$ cat src/design/src_pkg.sv
// Shared constants and helpers for the signed radix conversion unit.
// No dependencies; imported by src_divider and signed_radix_conversion_unit.
`default_nettype none

package src_pkg;

  localparam int unsigned DATA_W     = 64;
  localparam int unsigned RADIX_W    = 6;
  localparam int unsigned CHAR_W     = 7;
  localparam int unsigned MAX_DIGITS = 64;
  localparam int unsigned MEM_AW     = $clog2(MAX_DIGITS);
  localparam int unsigned CNT_W      = $clog2(MAX_DIGITS + 1);

  localparam logic [RADIX_W-1:0] RADIX_MIN = RADIX_W'(2);
  localparam logic [RADIX_W-1:0] RADIX_MAX = RADIX_W'(36);

  localparam logic [CHAR_W-1:0]  ASCII_ZERO = CHAR_W'(48);
  localparam logic [CHAR_W-1:0]  ASCII_A    = CHAR_W'(65);
  localparam logic [RADIX_W-1:0] DEC_MAX    = RADIX_W'(9);
  localparam logic [RADIX_W-1:0] DEC_BASE   = RADIX_W'(10);

  // Maps a digit value to its ASCII code: 0-9 then A-Z.
  function automatic logic [CHAR_W-1:0] digit_to_ascii(input logic [RADIX_W-1:0] d);
    logic [RADIX_W-1:0] off;
    off = d - DEC_BASE;
    if (d <= DEC_MAX) begin
      return ASCII_ZERO + CHAR_W'(d);
    end
    return ASCII_A + CHAR_W'(off);
  endfunction

endpackage

`default_nettype wire

$ cat src/design/src_divider.sv
// Bit-serial restoring divider: 64-bit dividend by a 6-bit divisor,
// one quotient bit per cycle. Depends on src_pkg.
`default_nettype none

module src_divider (
  input  wire logic                         clk,
  input  wire logic                         rst_n,
  input  wire logic                         start,
  input  wire logic [src_pkg::DATA_W-1:0]   dividend,
  input  wire logic [src_pkg::RADIX_W-1:0]  divisor,
  output logic                              done,
  output logic [src_pkg::DATA_W-1:0]        quotient,
  output logic [src_pkg::RADIX_W-1:0]       remainder
);
  import src_pkg::*;

  localparam int unsigned STEP_W = $clog2(DATA_W);

  logic                 busy_r;
  logic                 done_r;
  logic [STEP_W-1:0]    step_r;
  logic [DATA_W-1:0]    q_r, q_nxt;
  logic [RADIX_W-1:0]   rem_r, rem_nxt;
  logic [RADIX_W-1:0]   div_r;
  logic [RADIX_W:0]     trial;
  logic [RADIX_W:0]     diff;
  logic                 q_bit;

  // Shift the next dividend bit into the partial remainder and try a subtract.
  always_comb begin
    trial   = {rem_r, q_r[DATA_W-1]};
    diff    = trial - {1'b0, div_r};
    q_bit   = (trial >= {1'b0, div_r});
    rem_nxt = q_bit ? diff[RADIX_W-1:0] : trial[RADIX_W-1:0];
    q_nxt   = {q_r[DATA_W-2:0], q_bit};
  end

  always_ff @(posedge clk) begin
    if (!rst_n) begin
      busy_r <= 1'b0;
      done_r <= 1'b0;
      step_r <= '0;
    end else begin
      done_r <= 1'b0;
      if (start) begin
        busy_r <= 1'b1;
        step_r <= '0;
      end else if (busy_r) begin
        step_r <= step_r + STEP_W'(1);
        if (step_r == STEP_W'(DATA_W - 1)) begin
          busy_r <= 1'b0;
          done_r <= 1'b1;
        end
      end
    end
  end

  always_ff @(posedge clk) begin
    if (start) begin
      q_r   <= dividend;
      rem_r <= '0;
      div_r <= divisor;
    end else if (busy_r) begin
      q_r   <= q_nxt;
      rem_r <= rem_nxt;
    end
  end

  assign done      = done_r;
  assign quotient  = q_r;
  assign remainder = rem_r;

endmodule

`default_nettype wire

$ cat src/design/signed_radix_conversion_unit.sv
// Top level of the signed radix conversion unit: sequencer, digit memory and
// output register. Depends on src_pkg and src_divider.
`default_nettype none

// Converts a signed 64-bit value to its digits in a radix from 2 to 36 (radix
// codes below 2 act as 2, above 36 as 36) and returns one transfer per digit,
// most significant first, as an ASCII code with the input's sign and a last
// flag on the final digit. Zero gives a single '0'. The input is taken only
// while the unit is idle. Each digit costs one pass of the shared bit-serial
// divider plus sequencing (divider start and result capture), and each
// emitted digit passes through a memory read, then an output register load,
// and waits there while the output is stalled.
module signed_radix_conversion_unit (
  input  wire logic                         clk,
  input  wire logic                         rst_n,
  input  wire logic                         in_valid,
  output logic                              in_stall,
  input  wire logic [src_pkg::DATA_W-1:0]   in_value,
  input  wire logic [src_pkg::RADIX_W-1:0]  in_radix,
  output logic                              out_valid,
  input  wire logic                         out_stall,
  output logic [src_pkg::CHAR_W-1:0]        out_char_code,
  output logic                              out_is_negative,
  output logic                              out_last
);
  import src_pkg::*;

  typedef enum logic [4:0] {
    S_IDLE  = 5'b00001,
    S_START = 5'b00010,
    S_WAIT  = 5'b00100,
    S_READ  = 5'b01000,
    S_EMIT  = 5'b10000
  } state_t;

  state_t               state_r, state_nxt;
  logic [CNT_W-1:0]     count_r, count_nxt;
  logic [MEM_AW-1:0]    rd_idx_r, rd_idx_nxt;
  logic                 out_valid_r, out_valid_nxt;
  logic [DATA_W-1:0]    mag_r;
  logic [RADIX_W-1:0]   radix_r;
  logic                 neg_r;
  logic [CHAR_W-1:0]    char_r;
  logic                 last_r;
  logic                 neg_out_r;

  logic [RADIX_W-1:0]   digit_mem [MAX_DIGITS];
  logic [RADIX_W-1:0]   mem_q_r;

  logic                 in_xfer;
  logic                 div_start;
  logic                 div_done;
  logic [DATA_W-1:0]    div_quot;
  logic [RADIX_W-1:0]   div_rem;
  logic                 load_out;
  logic [RADIX_W-1:0]   radix_clamped;
  logic                 more_digits;

  assign in_xfer = in_valid && !in_stall;

  always_comb begin
    radix_clamped = in_radix;
    if (in_radix < RADIX_MIN) begin
      radix_clamped = RADIX_MIN;
    end else if (in_radix > RADIX_MAX) begin
      radix_clamped = RADIX_MAX;
    end
  end

  // Keep dividing while the quotient is nonzero and the store has room.
  assign more_digits = (div_quot != '0) && (count_r + CNT_W'(1) < CNT_W'(MAX_DIGITS));

  always_comb begin
    state_nxt     = state_r;
    count_nxt     = count_r;
    rd_idx_nxt    = rd_idx_r;
    out_valid_nxt = out_valid_r;
    div_start     = 1'b0;
    load_out      = 1'b0;

    if (out_valid_r && !out_stall) begin
      out_valid_nxt = 1'b0;
    end

    unique case (state_r)
      S_IDLE: begin
        if (in_xfer) begin
          count_nxt = '0;
          state_nxt = S_START;
        end
      end
      S_START: begin
        div_start = 1'b1;
        state_nxt = S_WAIT;
      end
      S_WAIT: begin
        if (div_done) begin
          count_nxt = count_r + CNT_W'(1);
          if (more_digits) begin
            state_nxt = S_START;
          end else begin
            rd_idx_nxt = count_r[MEM_AW-1:0];
            state_nxt  = S_READ;
          end
        end
      end
      S_READ: begin
        state_nxt = S_EMIT;
      end
      S_EMIT: begin
        if (!out_valid_r || !out_stall) begin
          load_out      = 1'b1;
          out_valid_nxt = 1'b1;
          if (rd_idx_r == '0) begin
            state_nxt = S_IDLE;
          end else begin
            rd_idx_nxt = rd_idx_r - MEM_AW'(1);
            state_nxt  = S_READ;
          end
        end
      end
      default: begin
        state_nxt = S_IDLE;
      end
    endcase
  end

  always_ff @(posedge clk) begin
    if (!rst_n) begin
      state_r     <= S_IDLE;
      count_r     <= '0;
      rd_idx_r    <= '0;
      out_valid_r <= 1'b0;
    end else begin
      state_r     <= state_nxt;
      count_r     <= count_nxt;
      rd_idx_r    <= rd_idx_nxt;
      out_valid_r <= out_valid_nxt;
    end
  end

  // Operand registers; the magnitude of the most negative value is 2^63 unsigned.
  always_ff @(posedge clk) begin
    if (in_xfer) begin
      mag_r   <= in_value[DATA_W-1] ? (~in_value + DATA_W'(1)) : in_value;
      neg_r   <= in_value[DATA_W-1];
      radix_r <= radix_clamped;
    end else if (state_r == S_WAIT && div_done) begin
      mag_r <= div_quot;
    end
  end

  always_ff @(posedge clk) begin
    if (state_r == S_WAIT && div_done) begin
      digit_mem[count_r[MEM_AW-1:0]] <= div_rem;
    end
    mem_q_r <= digit_mem[rd_idx_r];
  end

  always_ff @(posedge clk) begin
    if (load_out) begin
      char_r    <= digit_to_ascii(mem_q_r);
      neg_out_r <= neg_r;
      last_r    <= (rd_idx_r == '0);
    end
  end

  src_divider u_div (
    .clk       (clk),
    .rst_n     (rst_n),
    .start     (div_start),
    .dividend  (mag_r),
    .divisor   (radix_r),
    .done      (div_done),
    .quotient  (div_quot),
    .remainder (div_rem)
  );

  assign in_stall        = (state_r != S_IDLE);
  assign out_valid       = out_valid_r;
  assign out_char_code   = char_r;
  assign out_is_negative = neg_out_r;
  assign out_last        = last_r;

endmodule

`default_nettype wire
$ cat config.mk
export PLATFORM = sky130hd
export DESIGN_NAME = signed_radix_conversion_unit
export DESIGN_NICKNAME = d
export VERILOG_FILES = /design/src/design/src_pkg.sv /design/src/design/src_divider.sv /design/src/design/signed_radix_conversion_unit.sv
export SDC_FILE = /design/constraint.sdc
export NUM_CORES = 1
export LEC_CHECK = 0
export BUFFER_PORTS_ARGS = -buffer_cell sky130_fd_sc_hd__buf_4
export CORE_ASPECT_RATIO = 1.75
export CORE_MARGIN = 1.5
export CORE_UTILIZATION = 25
export CTS_CLUSTER_SIZE = 28
export DETAILED_ROUTE_END_ITERATION = 6
export PLACE_DENSITY = 0.38
export SLEW_MARGIN = 30
export SYNTH_ARGS = -nofsm -noshare
export SYNTH_HDL_FRONTEND = slang
export SYNTH_SLANG_ARGS = --single-unit
$ cat constraint.sdc
create_clock -name clk -period 5.6 [get_ports clk]
set_clock_uncertainty 0.05 [all_clocks]
set_input_delay 0.28 -clock clk [delete_from_list [all_inputs] [get_ports clk]]
set_output_delay 0.28 -clock clk [all_outputs]
set_load 0.02 [all_outputs]
# [After elaboration in Yosys (flattened, before gate mapping)]
# Memories as Yosys holds them, arrays and structs flattened. A register that Yosys moved wholly into a read port is not among the register bits.
# Index checks and enable logic that the tools add are counted.
[word_totals] n_memories=1 wordCells=103 in_bits=74 register_bits=183 mem_bits_rw=384
[mem_list] name="digit_mem" depth=64 width=6 rd=1 rd_ports_with_merged_regs=1 write_ports=1 line_no="signed_radix_conversion_unit.sv:47" source="logic [RADIX_W-1:0] digit_mem [MAX_DIGITS];"
[classes] mux=37 n_reduce_logical=20 magnitude_cmp=5 eq_ne=12 addsub=8 bitwise=3
[op_table] cell="2-to-1 mux 64 bit" n=5
[op_table] cell="adder 64 x 1 -> 64 bit (second input constant)" n=1
[op_table] cell="NOT 64 bit" n=1
[op_table] cell="nonzero test 64 bit" n=1
[op_table] cell="2-to-1 mux 6 bit" n=6
[op_table] cell="2-to-1 mux 7 bit" n=4
[op_table] cell="case mux 5 bit (5 select lines)" n=1
[op_table] cell="2-to-1 mux 5 bit" n=3
[op_table] cell="2-to-1 mux 1 bit" n=14
[op_table] cell="case mux 7 bit (2 select lines)" n=1
[op_table] cell="case mux 6 bit (2 select lines)" n=1
[op_table] cell="2-to-1 mux 4 bit" n=2
[op_table] cell="inequality test 2 bit (second input constant)" n=4
[op_table] cell="nonzero test 2 bit" n=4
[op_table] cell="adder 6 x 6 -> 7 bit (first input constant)" n=1
[op_table] cell="adder 7 x 1 -> 7 bit (second input constant)" n=1
[op_table] cell="adder 7 x 6 -> 7 bit (first input constant)" n=1
[op_table] cell="greater-or-equal comparator 7 x 6 -> 1 bit" n=1
[op_table] cell="less-than comparator 7 bit (second input constant)" n=1
[op_table] cell="adder 6 x 1 -> 6 bit (second input constant)" n=1
[op_table] cell="== test 6 bit (second input constant)" n=1
[op_table] cell="> comparator 6 bit (second input constant)" n=1
[op_table] cell="less-or-equal comparator 6 x 4 -> 1 bit (second input constant)" n=1
[op_table] cell="zero test 6 bit" n=1
[op_table] cell="19 further kinds" n=27

# [Depth between registers and ports, before layout]
[logic_depth] ltp_word=6 depth_mapped=12 depth_no_buf=9

# [Hierarchy]
# From an unflattened synthesis, not the netlist that was laid out.
[hier_totals] cells_unflattened=1558 hier_area_um2=24896.4
[modules_own_cells] module="signed_radix_conversion_unit" seq_area_each_um2=14433.8 area_per_inst_um2=21134.0 cells_per_inst=1308 instances=1
[modules_own_cells] module="src_divider" seq_area_each_um2=2382.3 area_per_inst_um2=3762.4 cells_per_inst=250 instances=1

# [Worst setup path after synthesis]
# OpenSTA, ideal clock, no wires.
[synth_timing] path_kind="reg2reg" from="reg state_r[4]" to="reg count_r[6]" setup_slack_ns=2.295 required_time_ns=5.422 path_stages_with_launch=9 setup_time_ns=0.128 arrival_time_ns=3.127 period_less_slack_ns=3.305 n_path_buf=0 path_cell_list="dfxtp_1 nor3_1 nand4b_1 inv_1 nor2_1 inv_1 o21ai_0 a21oi_1 nor2_1"
[synth_between] elab_chain_cells=5 elab_cells_between_ends=10 cone_classes="5 x eq/ne; 1 x mux; 4 x reduce/logical"
[synth_rtl] element="start: declaration" line_no="signed_radix_conversion_unit.sv:36" source="state_t state_r, state_nxt;"
[synth_rtl] element="start signal: assignment" line_no="signed_radix_conversion_unit.sv:135" source="state_r <= state_nxt;"
[synth_rtl] element="inequality test 5 x 1 -> 1 bit" line_no="signed_radix_conversion_unit.sv:179" source="assign in_stall = (state_r != S_IDLE);"
[synth_rtl] element="zero test 1 bit" line_no="signed_radix_conversion_unit.sv:59" source="assign in_xfer = in_valid && !in_stall;"
[synth_rtl] element="logical AND 1 bit" line_no="signed_radix_conversion_unit.sv:59"
[synth_rtl] element="net in_xfer" line_no="signed_radix_conversion_unit.sv:50" source="logic in_xfer;"
[synth_rtl] element="inequality test 2 bit (no line)"
[synth_rtl] element="AND reduction 3 bit (no line)"
[synth_rtl] element="end signal: assignment" line_no="signed_radix_conversion_unit.sv:136" source="count_r <= count_nxt;"
[synth_rtl] element="end: declaration" line_no="signed_radix_conversion_unit.sv:37" source="logic [CNT_W-1:0] count_r, count_nxt;"
# The timed path passes the listed nets, and every way through them passes these cells.
# A chain may end at the register's enable or synchronous reset.

# [Worst setup path in the final report]
[layout_timing] from="in in_value[13] (netlist name)" to="reg mag_r[54] (data pin)"
[layout_between] elab_chain_cells=4
[layout_rtl] element="start: declaration" line_no="signed_radix_conversion_unit.sv:18" source="input wire logic [src_pkg::DATA_W-1:0] in_value,"
[layout_rtl] element="NOT 64 bit" line_no="signed_radix_conversion_unit.sv:145" source="mag_r <= in_value[DATA_W-1] ? (~in_value + DATA_W'(1)) : in_value;"
[layout_rtl] element="adder 64 x 1 -> 64 bit" line_no="signed_radix_conversion_unit.sv:145"
[layout_rtl] element="2-to-1 mux 64 bit" line_no="signed_radix_conversion_unit.sv:145"
[layout_rtl] element="2-to-1 mux 64 bit" line_no="signed_radix_conversion_unit.sv:144" source="if (in_xfer) begin"
[layout_rtl] element="end signal: assignment" line_no="signed_radix_conversion_unit.sv:145"
[layout_rtl] element="end signal: assignment" line_no="signed_radix_conversion_unit.sv:149" source="mag_r <= div_quot;"
[layout_rtl] element="end: declaration" line_no="signed_radix_conversion_unit.sv:40" source="logic [DATA_W-1:0] mag_r;"
# Every way passes these cells.

==> flow_summary.toml <==
[cells_and_area]
fillerInstances = 10000
drive_above_1_share_pct = 15.7
antenna_cells = 0
instances_no_fill = 3255
syn2layout_area_growth_pct = 17.7
nets = 1984

[setup_path]
r2r-start = "state_r[4]"
r2r_end = "mag_r[20]"
critPathLaunchType = "primary input"
rrSetupSlack_ps = 2170
worstSetupEndpointType = "flop"
path_class = "primary input to flop"
arrival_ps = 3750
crit_required_ps = 5890
reg2reg_depth = 7
crit_fanout = 12

[timing]
relSlewSlack_pct = 29.0
worst_slew_pin_slew_ps = 1060
rsz0062_at_grt = "no"
fin_setup_tns_ps = 0
drv_slew = 0
fin_crit_sh_pct = 61.6
setup-violations-final = 0
hold_viol = 0
timing.fmax_mhz = 290
min_period_ps = 3450

[routing]
num_vias = 14900
dr_wl_met2_mm = 39.4
top_layer = "met5"
drt_iter0_drc = 850
route.met3.wl_mm = 2.29
wirelength_mm = 71.4
vias_per_cell = 4.57
met1_length_mm = 27.0
first_pass_iters = 5
drc = 0
drtAntennaViolNets = 0
wl_per_cell_um = 21.9

[synthesis]
ys_seq_area_share_pct = 67.6
async_flop_share_pct = 0
synth_edf_count = 534
syn_inst = 1779
ys_ff_latch = 573
yosys_warnings = 0
avgSynthCellArea_um2 = 14.0
synth.net_count = 1871
ys_types = 58
syn-cell-area_mm2 = 0.0249
synth_flop_cell = "edfxtp_1"

[global_routing]
grt_pass1_vias = 15900
grt_pass1_wl_mm = 106
overflow = 0
antenna_found_initial = 1
grt_max_degree = 75
grt_util_all_layers_pct = 14.1

[cts]
h-tree-depth = 2
post_cts_resized = 0
clk_pin_slew_ps = 60
clk_latency_ps = 640
cts_inserted_buffers = 56
cts_root_buf = "clkbuf_16"
cts_buffer_depth = 3
cts_setup_buffers = 0
cts_tree = "done"
cts.sinks = 573

[die]
initial_core_util_pct = 25.1
die_y_um = 420
die-area_mm2 = 0.102
dieWidth_um = 242
io_pins = 85
core_mm2 = 0.0990
rows = 153

[status]
outcome = "completed"

[min_path]
hold_end = "mag_r[20]"
hp-start = "in_value[20]"
hold_path_class = "primary input to flop"
hold_depth = 3

[place]
place_hpwl_mm = 48.1
dp_cells = 3106
io_buffers = 84
gp_congestion = 0.840

[job]
max_cap_viol_count = 0

[pwr]
power.leakage_nw = 9.47
p_per_area_mw_per_mm2 = 379
max-vdd-ir-drop_uv = 229
switchingPower_mw = 3.06
clkPwrFrac_pct = 34.7
swShare_pct = 27.5
power.internal_mw = 8.04
p_seq_share_pct = 51.2
comb_power_share_pct = 14.1
==> cell usage after synthesis (5+ instances only) <==
master	number	share of area, %
nor2_1	126	1.9
mux2i_1	39	1.6
inv_1	30	0.45
mux4_2	83	7.5
a22oi_1	19	0.57
nor3_1	13	0.26
o31ai_1	27	0.81
or3_1	11	0.28
nand3_1	24	0.48
a21oi_1	28	0.56
a211oi_1	6	0.18
and3_1	8	0.20
nand2b_1	10	0.25
clkbuf_1	70	1.1
nor2b_1	12	0.30
edfxtp_1	534	64
ha_1	17	0.85
nand2_1	301	4.5
o21ai_0	107	2.2
xor2_1	64	2.3
or4_1	18	0.54
nand3b_1	10	0.30
o22ai_1	9	0.23
nand4_1	17	0.43
dfxtp_1	39	3.1
nand4b_1	5	0.18
o21a_1	5	0.15
buf_1	25	0.38
o41ai_1	13	0.46
a31oi_1	9	0.23
xnor2_1	21	0.74
nor4_1	26	0.65
==> sequential cells by signal, summed over array words and instances (netlist names) <==
name / cells
out_valid: 1
neg_r: 1
u_div.step_r: 6
digit_mem: 384
u_div.busy_r: 1
state_r: 5
u_div.remainder: 6
out_is_negative: 1
u_div.done: 1
mag_r: 64
out_last: 1
radix_r: 6
out_char_code: 7
u_div.div_r: 6
u_div.quotient: 64
count_r: 7
rd_idx_r: 6
mem_q_r: 6
==> power groups by stage <==
stage | combinational [mW] | sequential [mW] | clock [mW]
floorplan | 0.741 | 5.92 | 0
global placement | 1.60 | 5.77 | 0
detailed placement | 1.61 | 5.78 | 0
CTS | 1.63 | 5.69 | 3.98
global route | 1.77 | 5.72 | 4.10
finish | 1.56 | 5.68 | 3.85
==> cell usage in the layout (no fill, tap or decap), types with 10 or more instances in the layout <==
cell	synthesis	final
a21oi_1	28	27
a22oi_1	19	19
buf_4	0	105
clkbuf_1	70	13
clkbuf_16	0	57
clkinv_2	0	12
dfxtp_1	39	30
dlygate4sd3_1	0	45
edfxtp_1	534	534
ha_1	17	17
inv_1	30	28
mux2i_1	39	39
mux4_2	83	83
nand2_1	301	300
nand2b_1	10	10
nand3_1	24	24
nand3b_1	10	10
nand4_1	17	17
nor2_1	126	126
nor2b_1	12	11
nor3_1	13	13
nor4_1	26	25
o21ai_0	107	107
o31ai_1	27	27
o41ai_1	13	13
or3_1	11	11
or4_1	18	18
xnor2_1	21	21
xor2_1	64	64
==> how the worst max path moves through the flow <==
stage | startpoint | endpoint | slack, ps | cells past startpoint
2_1_floorplan | state_r[4] | count_r[6] | 2300 | 8
3_3_place_gp | in_value[0] | mag_r[54] | 1940 | 9
3_5_place_dp | in_value[0] | mag_r[54] | 1970 | 9
4_1_cts | state_r[4] | mag_r[20] | 2060 | 7
5_1_grt | state_r[4] | mag_r[20] | 1810 | 7
6_report | in_value[13] | mag_r[54] | 2150 | 8
==> logic make-up (layout without fill, tap and decap cells) <==
logic type / Yosys count / in the layout / synth area share [%]
AO/OA/AOI/OAI: 251 / 251 / 6.32
flip-flops: 573 / 573 / 67.6
AND/OR/NAND/NOR: 596 / 596 / 10.8
XOR/XNOR: 85 / 85 / 2.99
multiplexers: 127 / 127 / 9.32
adder cells (fa/ha/maj): 19 / 19 / 0.975
buffers and inverters: 128 / 287 / 2.00
==> critical path, stage by stage <==
cell	delay (ps)
dlygate4sd3_1	540
buf_4	140
or4_1	590
or4_1	740
or4_1	720
o41ai_1	490
xor2_1	170
o21ai_0	80
==> through the flow <==
stage | total power [mW] | hold WS, ps | cell area, um^2 | util, % | setup slack (ps)
global placement | 7.38 | 357 | 27000 | 27.3 | 1940
detailed placement | 7.38 | 362 | 27000 | 27.3 | 1970
CTS | 11.3 | 0.0226 | 29300 | 29.6 | 2060
floorplan | 6.66 | 329 | 24900 | - | 2300
global route | 11.6 | 14.3 | 29300 | 29.6 | 1810
finish | 11.1 | 43.3 | 29300 | 29.6 | 2150
==> layout make-up <==
class | count | area (um^2) | area share [%]
Tap cell | 1317 | 1650 | 5.63
Clock buffer | 70 | 1480 | 5.04
Timing Repair Buffer | 153 | 1280 | 4.37
Multi-Input combinational cell | 1078 | 7590 | 25.9
Inverter | 30 | 113 | 0.384
Clock inverter | 34 | 348 | 1.19
Sequential cell | 573 | 16800 | 57.5
==> what timing repair did <==
item,4_1_cts,5_1_grt
setup endpoints to repair,0,0
hold endpoints to repair,52,0
hold buffers,45,0
==> metal layers <==
layer | vias to the layer above | GRT usage, %
li1 | 6965 | -
met1 | 7481 | 15.1
met2 | 325 | 27.5
met3 | 113 | 1.76
met4 | 2 | 5.69
met5 | - | 0
Power figures use the tool's default switching activity.
